==> config.mk <==
export PLATFORM = sky130hd
export DESIGN_NAME = key_press_classifier_top
export DESIGN_NICKNAME = d
export VERILOG_FILES = /design/src/design/kpc_pkg.sv /design/src/design/kpc_core.sv /design/src/design/kpc_out_buf.sv /design/src/design/key_press_classifier_top.sv
export SDC_FILE = /design/constraint.sdc
export NUM_CORES = 1
export LEC_CHECK = 0
export BUFFER_PORTS_ARGS = -buffer_cell sky130_fd_sc_hd__buf_2
export CORE_UTILIZATION = 40
export CTS_CLUSTER_SIZE = 20
export DETAILED_ROUTE_END_ITERATION = 16
export PLACE_DENSITY = 0.54
export SETUP_SLACK_MARGIN = 0.4
export SYNTH_ARGS = -nofsm -noshare
export SYNTH_HDL_FRONTEND = slang
export SYNTH_SLANG_ARGS = --single-unit
==> constraint.sdc <==
create_clock -name clk -period 8.05 [get_ports clk]
set_input_delay 0 -clock clk [delete_from_list [all_inputs] [get_ports clk]]
set_output_delay 0 -clock clk [all_outputs]
set_load 0.1 [all_outputs]
==> src/design/kpc_pkg.sv <==
// Package for the key press classifier: phase and key codes, configuration
// and result structures. No dependencies.
`default_nettype none
package kpc_pkg;

	// Machine phases
	typedef enum logic [3:0] {
		PH_IDLE          = 4'd0,
		PH_SHORT_DEB     = 4'd1,
		PH_SHORT_REL     = 4'd2,
		PH_LONG_DEB      = 4'd3,
		PH_LONG_REL      = 4'd4,
		PH_LONG_HELD     = 4'd5,
		PH_LONG_HELD_REL = 4'd6,
		PH_REPEAT_CHK    = 4'd7,
		PH_REPEAT_DEB    = 4'd8,
		PH_REPEAT_REL    = 4'd9
	} phase_t;

	// Pending key codes
	typedef enum logic [1:0] {
		KEY_NONE   = 2'd0,
		KEY_MAGNET = 2'd1,
		KEY_TOUCH  = 2'd2
	} key_t;

	// Configuration register indexes
	localparam logic [3:0] REG_CHECK_TICKS   = 4'd0;
	localparam logic [3:0] REG_SHORT_COUNT   = 4'd1;
	localparam logic [3:0] REG_LONG_COUNT    = 4'd2;
	localparam logic [3:0] REG_REPEAT_COUNT  = 4'd3;
	localparam logic [3:0] REG_TOUCH_LIMIT   = 4'd4;
	localparam logic [3:0] REG_STUCK_TICKS   = 4'd5;
	localparam logic [3:0] REG_WINDOW_TICKS  = 4'd6;
	localparam logic [3:0] REG_PRESSED_LEVEL = 4'd7;

	// Event flag bits
	localparam int FLAG_SHORT  = 0;
	localparam int FLAG_LONG   = 1;
	localparam int FLAG_WINDOW = 2;
	localparam int FLAG_ERROR  = 3;

	localparam logic [15:0] TOUCH_CNT_MAX = 16'hFFFF;

	typedef struct packed {
		logic [15:0] check_ticks;
		logic [7:0]  short_count;
		logic [7:0]  long_count;
		logic [7:0]  repeat_count;
		logic [15:0] touch_limit;
		logic [15:0] stuck_ticks;
		logic [15:0] window_ticks;
		logic        pressed_level;
	} cfg_t;

	typedef struct packed {
		logic       magnet_edge;
		logic       touch_edge;
		logic       magnet_pin;
		logic       touch_pin;
		logic [3:0] clear_index;
	} beat_t;

	typedef struct packed {
		logic       touch_over_limit;
		logic       touch_power;
		logic       idle;
		logic [3:0] event_flags;
	} result_t;

endpackage
`default_nettype wire

==> src/design/kpc_core.sv <==
// Key press classifier state machine: timers, pending key, flags and touch
// counting, updated once per accepted beat. Depends on kpc_pkg.
`default_nettype none
module kpc_core #(
	parameter int TIMER_BITS = 16
) (
	input  wire               clk,
	input  wire               arst_n,
	input  wire               step,
	input  kpc_pkg::beat_t    beat,
	input  kpc_pkg::cfg_t     cfg,
	output kpc_pkg::result_t  result
);
	import kpc_pkg::*;

	// compare width wide enough for both timers and 16-bit registers
	localparam int CW = (TIMER_BITS > 16) ? TIMER_BITS : 16;

	phase_t                phase_q, phase_n;
	key_t                  pend_q, pend_n;
	logic                  active_q, active_n;
	logic [7:0]            held_q, held_n;
	logic [TIMER_BITS-1:0] samp_q, samp_n;
	logic [TIMER_BITS-1:0] stuck_q, stuck_n;
	logic [TIMER_BITS-1:0] win_q, win_n;
	logic                  armed_q, armed_n;
	logic [3:0]            flags_q, flags_n;
	logic [15:0]           tpress_q, tpress_n;
	logic                  touch_en_q, touch_en_n;

	// Next-state logic for one tick
	always_comb begin
		logic        due;
		logic        pressed;
		logic        pin;
		logic [7:0]  held_inc;
		logic [15:0] tpress_inc;
		logic        limit_hit;

		samp_n     = (samp_q == '1) ? samp_q : samp_q + 1'b1;
		stuck_n    = (stuck_q == '1) ? stuck_q : stuck_q + 1'b1;
		win_n      = (win_q == '1) ? win_q : win_q + 1'b1;
		pend_n     = pend_q;
		active_n   = active_q;
		held_n     = held_q;
		armed_n    = armed_q;
		flags_n    = flags_q;
		tpress_n   = tpress_q;
		touch_en_n = touch_en_q;
		phase_n    = phase_q;

		// edge strobes, touch wins
		if (beat.touch_edge)
			pend_n = KEY_TOUCH;
		else if (beat.magnet_edge)
			pend_n = KEY_MAGNET;

		// software clear of one flag
		if (beat.clear_index inside {[4'd1:4'd4]})
			flags_n[2'(beat.clear_index - 4'd1)] = 1'b0;

		due = CW'(samp_n) >= CW'(cfg.check_ticks);
		if (phase_q == PH_IDLE && pend_n != KEY_NONE)
			active_n = (pend_n == KEY_TOUCH);
		pin     = active_n ? beat.touch_pin : beat.magnet_pin;
		pressed = (pin == cfg.pressed_level);

		held_inc   = held_q + 8'd1;
		tpress_inc = (tpress_q < TOUCH_CNT_MAX) ? tpress_q + 16'd1 : tpress_q;
		limit_hit  = active_n && (tpress_inc > cfg.touch_limit);

		case (phase_q)
			PH_IDLE: begin
				if (armed_q) begin
					armed_n = 1'b0;
					if (CW'(win_n) < CW'(cfg.window_ticks))
						flags_n[FLAG_WINDOW] = 1'b1;
				end
				if (pend_n != KEY_NONE) begin
					pend_n = KEY_NONE;
					if (pressed) begin
						samp_n  = '0;
						phase_n = PH_SHORT_DEB;
					end
				end else begin
					tpress_n = '0;
				end
			end
			PH_SHORT_DEB, PH_LONG_DEB: begin
				if (due) begin
					if (!pressed) begin
						samp_n  = '0;
						phase_n = (phase_q == PH_SHORT_DEB) ? PH_SHORT_REL : PH_LONG_REL;
					end else begin
						held_n = held_inc;
						if (active_n)
							tpress_n = tpress_inc;
						if ((phase_q == PH_SHORT_DEB) ? (held_inc >= cfg.short_count)
								: (held_inc >= cfg.long_count)) begin
							if (limit_hit) begin
								// touch limit: power off, abort press
								touch_en_n         = 1'b0;
								flags_n[FLAG_ERROR] = 1'b1;
								phase_n            = PH_IDLE;
							end else begin
								samp_n = '0;
								if (phase_q == PH_SHORT_DEB) begin
									flags_n[FLAG_SHORT] = 1'b1;
									phase_n             = PH_LONG_DEB;
								end else begin
									flags_n[FLAG_LONG] = 1'b1;
									armed_n            = 1'b1;
									win_n              = '0;
									phase_n            = PH_LONG_HELD;
								end
							end
						end else begin
							tpress_n = tpress_q;
							samp_n   = '0;
						end
					end
				end
			end
			PH_SHORT_REL, PH_LONG_REL, PH_LONG_HELD_REL: begin
				if (due) begin
					if (!pressed) begin
						held_n = '0;
						if (phase_q == PH_SHORT_REL)
							pend_n = KEY_NONE;
						phase_n = PH_IDLE;
					end else begin
						pend_n  = KEY_NONE;
						samp_n  = '0;
						phase_n = phase_t'(phase_q - 4'd1);
					end
				end
			end
			PH_LONG_HELD: begin
				if (due) begin
					if (!pressed) begin
						samp_n  = '0;
						phase_n = PH_LONG_HELD_REL;
					end else if (!flags_n[FLAG_LONG]) begin
						held_n  = '0;
						stuck_n = '0;
						phase_n = PH_REPEAT_CHK;
					end else begin
						samp_n = '0;
					end
				end
			end
			PH_REPEAT_CHK: begin
				if (CW'(stuck_n) >= CW'(cfg.stuck_ticks)) begin
					held_n              = '0;
					flags_n[FLAG_ERROR] = 1'b1;
					phase_n             = PH_IDLE;
				end else begin
					samp_n  = '0;
					phase_n = PH_REPEAT_DEB;
				end
			end
			PH_REPEAT_DEB: begin
				if (due) begin
					if (!pressed) begin
						samp_n  = '0;
						phase_n = PH_REPEAT_REL;
					end else begin
						held_n = held_inc;
						if (held_inc >= cfg.repeat_count) begin
							held_n             = '0;
							flags_n[FLAG_LONG] = 1'b1;
						end
						phase_n = PH_REPEAT_CHK;
					end
				end
			end
			PH_REPEAT_REL: begin
				if (due) begin
					if (!pressed) begin
						held_n  = '0;
						phase_n = PH_IDLE;
					end else begin
						pend_n  = KEY_NONE;
						phase_n = PH_REPEAT_CHK;
					end
				end
			end
			default: begin
				phase_n = PH_IDLE;
			end
		endcase
	end

	// Result of the tick, taken from the updated state
	always_comb begin
		result.event_flags      = flags_n;
		result.idle             = (phase_n == PH_IDLE);
		result.touch_power      = touch_en_n;
		result.touch_over_limit = (tpress_n > cfg.touch_limit);
	end

	// State registers
	always_ff @(posedge clk or negedge arst_n) begin
		if (!arst_n) begin
			phase_q    <= PH_IDLE;
			pend_q     <= KEY_NONE;
			active_q   <= 1'b0;
			held_q     <= '0;
			samp_q     <= '0;
			stuck_q    <= '0;
			win_q      <= '0;
			armed_q    <= 1'b0;
			flags_q    <= '0;
			tpress_q   <= '0;
			touch_en_q <= 1'b1;
		end else if (step) begin
			phase_q    <= phase_n;
			pend_q     <= pend_n;
			active_q   <= active_n;
			held_q     <= held_n;
			samp_q     <= samp_n;
			stuck_q    <= stuck_n;
			win_q      <= win_n;
			armed_q    <= armed_n;
			flags_q    <= flags_n;
			tpress_q   <= tpress_n;
			touch_en_q <= touch_en_n;
		end
	end

	// touch power, once cut, stays off until reset
	a_power_stays_off: assert property (@(posedge clk) disable iff (!arst_n)
		!$rose(touch_en_q)) else $error("touch power came back on");

	// power cut always comes with the error flag
	a_power_cut_flags_error: assert property (@(posedge clk) disable iff (!arst_n)
		$fell(touch_en_q) |-> flags_q[FLAG_ERROR]) else $error("power cut without error");

	// the release window is armed only on entering the long-held phase
	a_window_arm: assert property (@(posedge clk) disable iff (!arst_n)
		$rose(armed_q) |-> phase_q == PH_LONG_HELD) else $error("window armed elsewhere");

	// no state moves without an accepted beat
	a_hold_without_step: assert property (@(posedge clk) disable iff (!arst_n)
		$past(!step) |-> $stable(phase_q) && $stable(flags_q))
		else $error("state changed without a beat");

endmodule
`default_nettype wire

==> src/design/kpc_out_buf.sv <==
// Two-entry output buffer (result register plus skid register) for the
// classifier's result stream. No package dependency.
`default_nettype none
module kpc_out_buf #(
	parameter int WIDTH = 8
) (
	input  wire              clk,
	input  wire              arst_n,
	input  wire              push,
	input  wire  [WIDTH-1:0] push_data,
	output logic             space,
	output logic             out_valid,
	input  wire              out_ready,
	output logic [WIDTH-1:0] out_data
);
	logic             out_valid_q;
	logic [WIDTH-1:0] out_data_q;
	logic             skid_valid_q;
	logic [WIDTH-1:0] skid_data_q;
	logic             out_free;

	assign out_free  = !out_valid_q || out_ready;
	assign space     = !skid_valid_q;
	assign out_valid = out_valid_q;
	assign out_data  = out_data_q;

	// Control: refill the result register from the skid first
	always_ff @(posedge clk or negedge arst_n) begin
		if (!arst_n) begin
			out_valid_q  <= 1'b0;
			skid_valid_q <= 1'b0;
		end else if (out_free) begin
			out_valid_q  <= skid_valid_q || push;
			skid_valid_q <= 1'b0;
		end else if (push) begin
			skid_valid_q <= 1'b1;
		end
	end

	// Payload
	always_ff @(posedge clk) begin
		if (out_free) begin
			out_data_q <= skid_valid_q ? skid_data_q : push_data;
		end else if (push) begin
			skid_data_q <= push_data;
		end
	end

	// skid only ever holds a beat behind a waiting result
	a_skid_behind_out: assert property (@(posedge clk) disable iff (!arst_n)
		skid_valid_q |-> out_valid_q) else $error("skid full with result empty");

	// a beat pushed while the skid is full would be lost
	a_no_overflow: assert property (@(posedge clk) disable iff (!arst_n)
		push |-> !skid_valid_q) else $error("push into full buffer");

	// a stalled result holds on the next edge
	a_stall_holds: assert property (@(posedge clk) disable iff (!arst_n)
		out_valid_q && !out_ready |=> out_valid_q && $stable(out_data_q))
		else $error("stalled result changed");

endmodule
`default_nettype wire

==> src/design/key_press_classifier_top.sv <==
// Top level of the key press classifier: stream ports, configuration
// registers, state machine and output buffer. Depends on kpc_pkg, kpc_core
// and kpc_out_buf.
//
// Each input beat is one tick; it yields exactly one result beat. A beat is
// taken every cycle while the output buffer has space: the whole tick update
// (saturating timers, edge latch, flag clear and one machine step) is
// combinational logic in front of the state registers, and the result is
// written on the edge that accepts the beat, into the output register if it
// is free and else into the skid register. A two-entry output buffer keeps
// s_axis_tready high while one result waits; it drops only when two results
// are waiting. Configuration writes are always taken (cfg_ready is tied
// high) and should be made while the block has no result outstanding.
`default_nettype none
module key_press_classifier_top #(
	parameter int TIMER_BITS = 16
) (
	input  wire        clk,
	input  wire        arst_n,
	// input beats
	input  wire        s_axis_tvalid,
	output logic       s_axis_tready,
	input  wire  [7:0] s_axis_tdata,  // magnet_edge, touch_edge, magnet_pin, touch_pin,
	                                  // clear_index[3:0]
	// result beats
	output logic       m_axis_tvalid,
	input  wire        m_axis_tready,
	output logic [7:0] m_axis_tdata,  // event_flags[3:0], idle, touch_power,
	                                  // touch_over_limit, zero pad
	// configuration writes
	input  wire        cfg_valid,
	output logic       cfg_ready,
	input  wire  [3:0] cfg_index,
	input  wire [15:0] cfg_data
);
	import kpc_pkg::*;

	cfg_t    cfg_q;
	beat_t   beat;
	result_t result;
	logic    accept;
	logic    space;

	assign cfg_ready     = 1'b1;
	assign s_axis_tready = space;
	assign accept        = s_axis_tvalid && space;

	// Unpack input beat, first field lowest
	assign beat.magnet_edge = s_axis_tdata[0];
	assign beat.touch_edge  = s_axis_tdata[1];
	assign beat.magnet_pin  = s_axis_tdata[2];
	assign beat.touch_pin   = s_axis_tdata[3];
	assign beat.clear_index = s_axis_tdata[7:4];

	// Configuration registers
	always_ff @(posedge clk or negedge arst_n) begin
		if (!arst_n) begin
			cfg_q.check_ticks   <= 16'd4;
			cfg_q.short_count   <= 8'd3;
			cfg_q.long_count    <= 8'd100;
			cfg_q.repeat_count  <= 8'd20;
			cfg_q.touch_limit   <= 16'd50;
			cfg_q.stuck_ticks   <= 16'd6000;
			cfg_q.window_ticks  <= 16'd3000;
			cfg_q.pressed_level <= 1'b0;
		end else if (cfg_valid && cfg_ready) begin
			case (cfg_index)
				REG_CHECK_TICKS:   cfg_q.check_ticks   <= cfg_data;
				REG_SHORT_COUNT:   cfg_q.short_count   <= cfg_data[7:0];
				REG_LONG_COUNT:    cfg_q.long_count    <= cfg_data[7:0];
				REG_REPEAT_COUNT:  cfg_q.repeat_count  <= cfg_data[7:0];
				REG_TOUCH_LIMIT:   cfg_q.touch_limit   <= cfg_data;
				REG_STUCK_TICKS:   cfg_q.stuck_ticks   <= cfg_data;
				REG_WINDOW_TICKS:  cfg_q.window_ticks  <= cfg_data;
				REG_PRESSED_LEVEL: cfg_q.pressed_level <= cfg_data[0];
				default: ;
			endcase
		end
	end

	kpc_core #(
		.TIMER_BITS (TIMER_BITS)
	) u_core (
		.clk    (clk),
		.arst_n (arst_n),
		.step   (accept),
		.beat   (beat),
		.cfg    (cfg_q),
		.result (result)
	);

	kpc_out_buf #(
		.WIDTH (8)
	) u_out_buf (
		.clk       (clk),
		.arst_n    (arst_n),
		.push      (accept),
		.push_data ({1'b0, result}),
		.space     (space),
		.out_valid (m_axis_tvalid),
		.out_ready (m_axis_tready),
		.out_data  (m_axis_tdata)
	);

endmodule
`default_nettype wire
* After elaboration in Yosys (flattened, before gate mapping) *
Cells that the tools add are included.

cells by class
  reduce and logical (&&, ||, !) cells = 30
  order comparisons = 13
  eq/ne operators = 34
  muxes and demuxes = 114
  bitwise gates (word level) = 3
  add/sub/neg operators = 7

operators by type and width
  cell                                                                     number
  16-bit two-way mux                                                       32
  16-bit case mux with 6 select lines                                      1
  8-bit two-way mux                                                        11
  16-bit by 1-bit adder with 16-bit output, second input constant          4
  4-bit two-way mux                                                        16
  16-bit equality test, second input constant                              3
  8-bit case mux with 5 select lines                                       1
  4-bit by 3-bit equality test with 1-bit output, second input constant    8
  16-bit greater-or-equal comparator                                       2
  16-bit greater-than comparator                                           2
  16-bit case mux with 2 select lines                                      1
  1-bit two-way mux                                                        30
  4-bit case mux with 7 select lines                                       1
  8-bit greater-or-equal comparator                                        3
  2-bit two-way mux                                                        12
  2-bit by 1-bit inequality test with 1-bit output, second input constant  9
  2-bit AND reduction                                                      9
  4-bit by 2-bit equality test with 1-bit output, second input constant    4
  16-bit < comparator                                                      1
  16-bit < comparator, second input constant                               1
  4-bit logical NOT                                                        3
  12-bit AND reduction                                                     1
  3-bit two-way mux                                                        3
  8-bit by 1-bit adder with 8-bit output, second input constant            1
  27 further kinds                                                         42

storage, ports and cells
  output and inout bits = 11
  flip-flop bits (word level) = 190
  bits of input ports = 33

* Logic depth before layout (Yosys ltp) *
  depth after elaboration = 15
  gate-level depth with buffers = 29
  mapped depth without buffers = 27

* By module *
Synthesis repeated with hierarchy kept, for this count alone.

second synthesis, totals
  cell total of the unflattened synthesis = 1300
  area, all modules = 12947.4 um^2

modules (own cells, without submodules)
  module                    instances  cells each  seq. area each (um^2)  area each (um^2)
  kpc_core                  1          1064        2128.3                 8811.0
  key_press_classifier_top  1          202         2258.4                 3445.8
  kpc_out_buf               1          34          530.5                  690.7

* Worst setup path after synthesis *
Ideal clock, no wire load.

  path type = flip-flop to flip-flop
  from = register u_core.samp_q[4]
  to = register u_out_buf.out_data_q[6] (netlist: u_out_buf.out_data[6]) (data pin)
  stages on the path, launching flop included = 29
  arrival = 5.598 ns
  path buffers = 3
  required time = 7.790 ns
  slack = 2.193 ns
  path through = dfrtp_1 -> clkbuf_1 -> nand4_1 -> nor4_1 -> nand4_1 -> nor2_1 -> nor2_1 -> and3_1 -> and3_1 -> xor2_1 -> ha_1 -> o211ai_1 -> a211o_1 -> a31oi_1 -> nand4_1 -> or2_1 -> clkbuf_1 -> clkbuf_1 -> o21ai_0 -> ha_1 -> nor2b_1 -> o21a_1 -> o21ai_0 -> nand2b_1 -> a21oi_1 -> nor2b_1 -> o21ai_0 -> a31oi_1 -> mux2_2

RTL lines
  what                    RTL line           RTL
  start, declared         kpc_core.sv:23     logic [TIMER_BITS-1:0] samp_q, samp_n;
  start signal, assigned  kpc_core.sv:221    samp_q <= samp_n;
  end signal, assigned    kpc_out_buf.sv:43  out_data_q <= skid_valid_q ? skid_data_q : push_data;
  end, declared           kpc_out_buf.sv:17  logic [WIDTH-1:0] out_data_q;

==> results.py <==
metrics = {
    "clock_tree": {
        "cts_resized": 0,
        "cts_buffers": 17,
        "cts_buffer_depth": 2,
        "cts.sinks": 190,
        "root_buffer": "clkbuf_16",
        "cts_tree": "yes",
        "h-tree-depth": 4,
        "clk_latency_ps": 450,
        "cts.clk_slew.worst_paths_ps": 80,
    },
    "global_routing": {
        "grt_pass1_wl_mm": 52.0,
        "grt_pass1_vias": 9600,
        "grt_max_degree": 72,
        "grt_overflow": 0,
        "track_usage": 0.214,
        "antenna_found_initial": 0,
    },
    "setup_path": {
        "r2r_cells": 27,
        "r2r_slack_ps": 1410,
        "r2r-end": "u_out_buf.out_data[6]",
        "critical_path_class": "register to register",
        "cp.required_ps": 8250,
        "r2r-start": "u_core.samp_q[4]",
        "crit_arrival_ps": 6850,
        "cp-end-kind": "register",
        "path_max_fanout": 17,
        "start_kind": "register",
    },
    "yosys": {
        "synth-async-reset-ratio": 0.926,
        "synthXorXnorAreaFrac": 0.0339,
        "synth_edf_count": 14,
        "seq_area_frac_synth": 0.392,
        "synth_compound_area_frac": 0.167,
        "synthFlopType": "dfrtp_1",
        "ys_types": 76,
        "syn_inst": 1378,
        "yosys-mux-area-fraction": 0.0657,
        "ys_ff_latch": 190,
        "syn_nets": 1523,
        "yosysWarnings": 0,
        "syn-cell-area_sq_um": 12400,
        "synthSimpleGateAreaFrac": 0.176,
        "synth_top_family_by_area": "simple AND/OR/NAND/NOR gates",
        "synthAdderAreaFrac": 0.113,
        "syn_avg_cell_area_sq_um": 8.99,
    },
    "power": {
        "power_density_nw_per_um2": 246,
        "p_sw_frac": 0.392,
        "seqPwrFrac": 0.384,
        "vdd_drop_max_uv": 158,
        "clkPwrFrac": 0.257,
        "pwr-share-comb": 0.359,
        "p_leak_nw": 6.42,
        "p_switching_w": 0.00133,
        "p_int_w": 0.00207,
    },
    "timing": {
        "report.final.slew_viol_count": 0,
        "max_slew_margin": 0.247,
        "final_hold_viol_count": 0,
        "setup_tns_ps": 0,
        "worst_pin_slew_ps": 1110,
        "finalCritPeriodShare": 0.825,
        "rsz0062_at_grt": "false",
        "setup_violations": 0,
        "skew_ps": 15.1,
        "fin_crit_ps": 6640,
        "max_freq_mhz": 151,
    },
    "route": {
        "num_vias": 9838,
        "wl_per_cell_um": 17.4,
        "drc": 0,
        "antenna_left": 0,
        "wl_mm": 31.8,
        "drt_iter0_drc": 568,
        "routed_via_density": 5.37,
        "first_pass_iters": 5,
    },
    "floorplanning": {
        "core_sq_um": 30500,
        "initial_core_util": 0.406,
        "num_io_pins": 44,
        "die_x_um": 178,
        "dieArea_sq_um": 31700,
        "placementRows": 64,
        "fp.dieH_um": 178,
    },
    "placement": {
        "gp_congestion": 0.901,
        "io_buffers": 41,
        "dp_hpwl_mm": 23.1,
    },
    "worst_hold_path": {
        "hp-class": "primary input to register",
        "min_from": "cfg_index[1]",
        "holdPathStages": 4,
        "hold_end": "cfg_q[0]",
    },
    "cells_and_area": {
        "post-route-util": 0.454,
        "num_antenna_cells": 0,
        "drive_gt1_frac": 0.140,
        "areaGrowthSynthToFinish_pct": 11.7,
        "nets": 1568,
    },
    "run_status": {
        "status": "completed",
    },
    "run": {
        "drv_cap": 0,
    },
}
-- placed cells by master (no fill, tap or decap), types with 14 or more instances in the layout --
cell type        n
a21o_1          15
a21oi_1         44
and3_1          17
buf_2           40
clkbuf_16       17
dfrtp_1        150
dfstp_2         26
dlygate4sd3_1   23
edfxtp_1        14
ha_1           112
inv_1          111
mux2_2          67
nand2_1        191
nand3_1         42
nand4_1         20
nor2_1          84
nor2b_1         19
nor3_1          16
o21ai_0        151
o31ai_1         20
xnor2_1         29
xor2_1          19
-- Yosys cell counts, types with 9 or more instances --
| cell type | n | area (sq um) |
|---|---|---|
| nor2b_1 | 20 | 125 |
| edfxtp_1 | 14 | 420 |
| nand2b_1 | 12 | 75.1 |
| and3_1 | 17 | 106 |
| nand4_1 | 20 | 125 |
| a21o_1 | 15 | 113 |
| nor2_1 | 84 | 315 |
| xnor2_1 | 29 | 254 |
| o21ai_0 | 152 | 761 |
| dfstp_2 | 26 | 683 |
| nor4_1 | 10 | 62.6 |
| clkbuf_1 | 42 | 158 |
| mux2_2 | 67 | 754 |
| o21a_1 | 9 | 67.6 |
| ha_1 | 112 | 1400 |
| a21oi_1 | 44 | 220 |
| dfrtp_1 | 150 | 3750 |
| nand3_1 | 42 | 210 |
| nor3b_1 | 9 | 67.6 |
| nor3_1 | 16 | 80.1 |
| a211o_1 | 9 | 78.8 |
| inv_1 | 111 | 417 |
| xor2_1 | 19 | 166 |
| o31ai_1 | 20 | 150 |
| nand2_1 | 192 | 721 |
-- metrics by stage --
stage	total power [W]	setup WS [ps]	area, sq um	std cells	hold WS, ps
after floorplan	0.00220	2190	12400	1378	-296
after global placement	0.00252	1730	13000	1777	72.1
after detailed placement	0.00254	1510	13000	1777	78.1
after CTS	0.00344	1490	13800	1832	19.7
after global routing	0.00367	726	13800	1832	52.3
final	0.00340	1410	13800	1832	42.4
-- layout make-up --
cell class              instances  area [sq um]
inverters                     112           420
fillers                      2975         16700
clock inverters                15           188
clock buffers                  17           425
well taps                     396           495
repair buffers                 76           534
flip-flops and latches        190          4860
multi-input cells            1026          6920
-- worst max path at each step --
stage / slack, ps / end / cells past startpoint / start
final: 1410 / u_out_buf.out_data[6] / 27 / u_core.samp_q[4]
after global routing: 730 / u_out_buf.out_data[6] / 27 / u_core.samp_q[4]
after CTS: 1490 / u_out_buf.out_data[6] / 27 / u_core.samp_q[4]
after detailed placement: 1510 / u_out_buf.out_data[6] / 27 / u_core.samp_q[4]
after global placement: 1730 / u_out_buf.out_data[6] / 27 / u_core.samp_q[4]
after floorplan: 2190 / u_out_buf.out_data[6] / 28 / u_core.samp_q[4]
-- cell families (layout without fill, tap and decap cells) --
group / after synthesis / after routing
other: 2 / 2
buffers and inverters: 162 / 220
XOR/XNOR: 48 / 48
flip-flops: 190 / 190
multiplexers: 73 / 73
AND/OR/NAND/NOR: 461 / 461
AO/OA/AOI/OAI: 330 / 330
adder cells (fa/ha/maj): 112 / 112
-- per-layer routing --
metal  vias up  part of all wire  global-route usage
met5         -                 0                   0
met2       181              0.46               0.344
met4         0             0.023              0.0734
met3        37             0.040              0.0371
li1       4950                 -                   -
met1      4670              0.48               0.289
-- registers in the layout, summed over array words and instances (netlist names) --
signal and flops:
u_out_buf.out_data 7, u_core.armed_q 1, u_core.stuck_q 16, u_out_buf.skid_data_q 7
u_core.touch_en_q 1, u_core.win_q 16, u_out_buf.out_valid 1, u_core.samp_q 16
u_core.flags_q 4, u_core.held_q 8, u_core.phase_q 4, u_core.tpress_q 16
cfg_q 89, u_core.pend_q 2, u_core.active_q 1, u_out_buf.skid_valid_q 1
-- power groups by stage --
stage / registers [W] / clock network [W] / logic, W
final: 0.00131 / 0.000874 / 0.00122
after global routing: 0.00133 / 0.000944 / 0.00139
after CTS: 0.00130 / 0.000904 / 0.00123
after detailed placement: 0.00132 / 0 / 0.00121
after global placement: 0.00132 / 0 / 0.00120
after floorplan: 0.00134 / 0 / 0.000861
-- what timing repair did --
item / 4_1_cts / 5_1_grt
hold buffers: 23 / 0
setup buffers: 0 / 0
hold endpoints to repair: 146 / 0
-- critical path: stages (launching register included) --
cell and delay (ps):
dfrtp_1 480, nand4_1 220, nor4_1 440, nand4_1 220, nor2_1 360, nor2_1 190, nand2_1 120, xor2_1 190
inv_1 60, ha_1 320, a21oi_1 200, nand2_1 80, a2111oi_0 530, a31oi_1 200, buf_4 230, nand4_1 190
or2_1 480, o21ai_0 220, ha_1 340, nor2b_1 140, o21a_1 150, o21ai_0 150, nand2b_1 80, a21oi_1 150
nor2b_1 50, o21ai_0 180, a31oi_1 130, mux2_2 270
(Power assumes the default switching activity.)
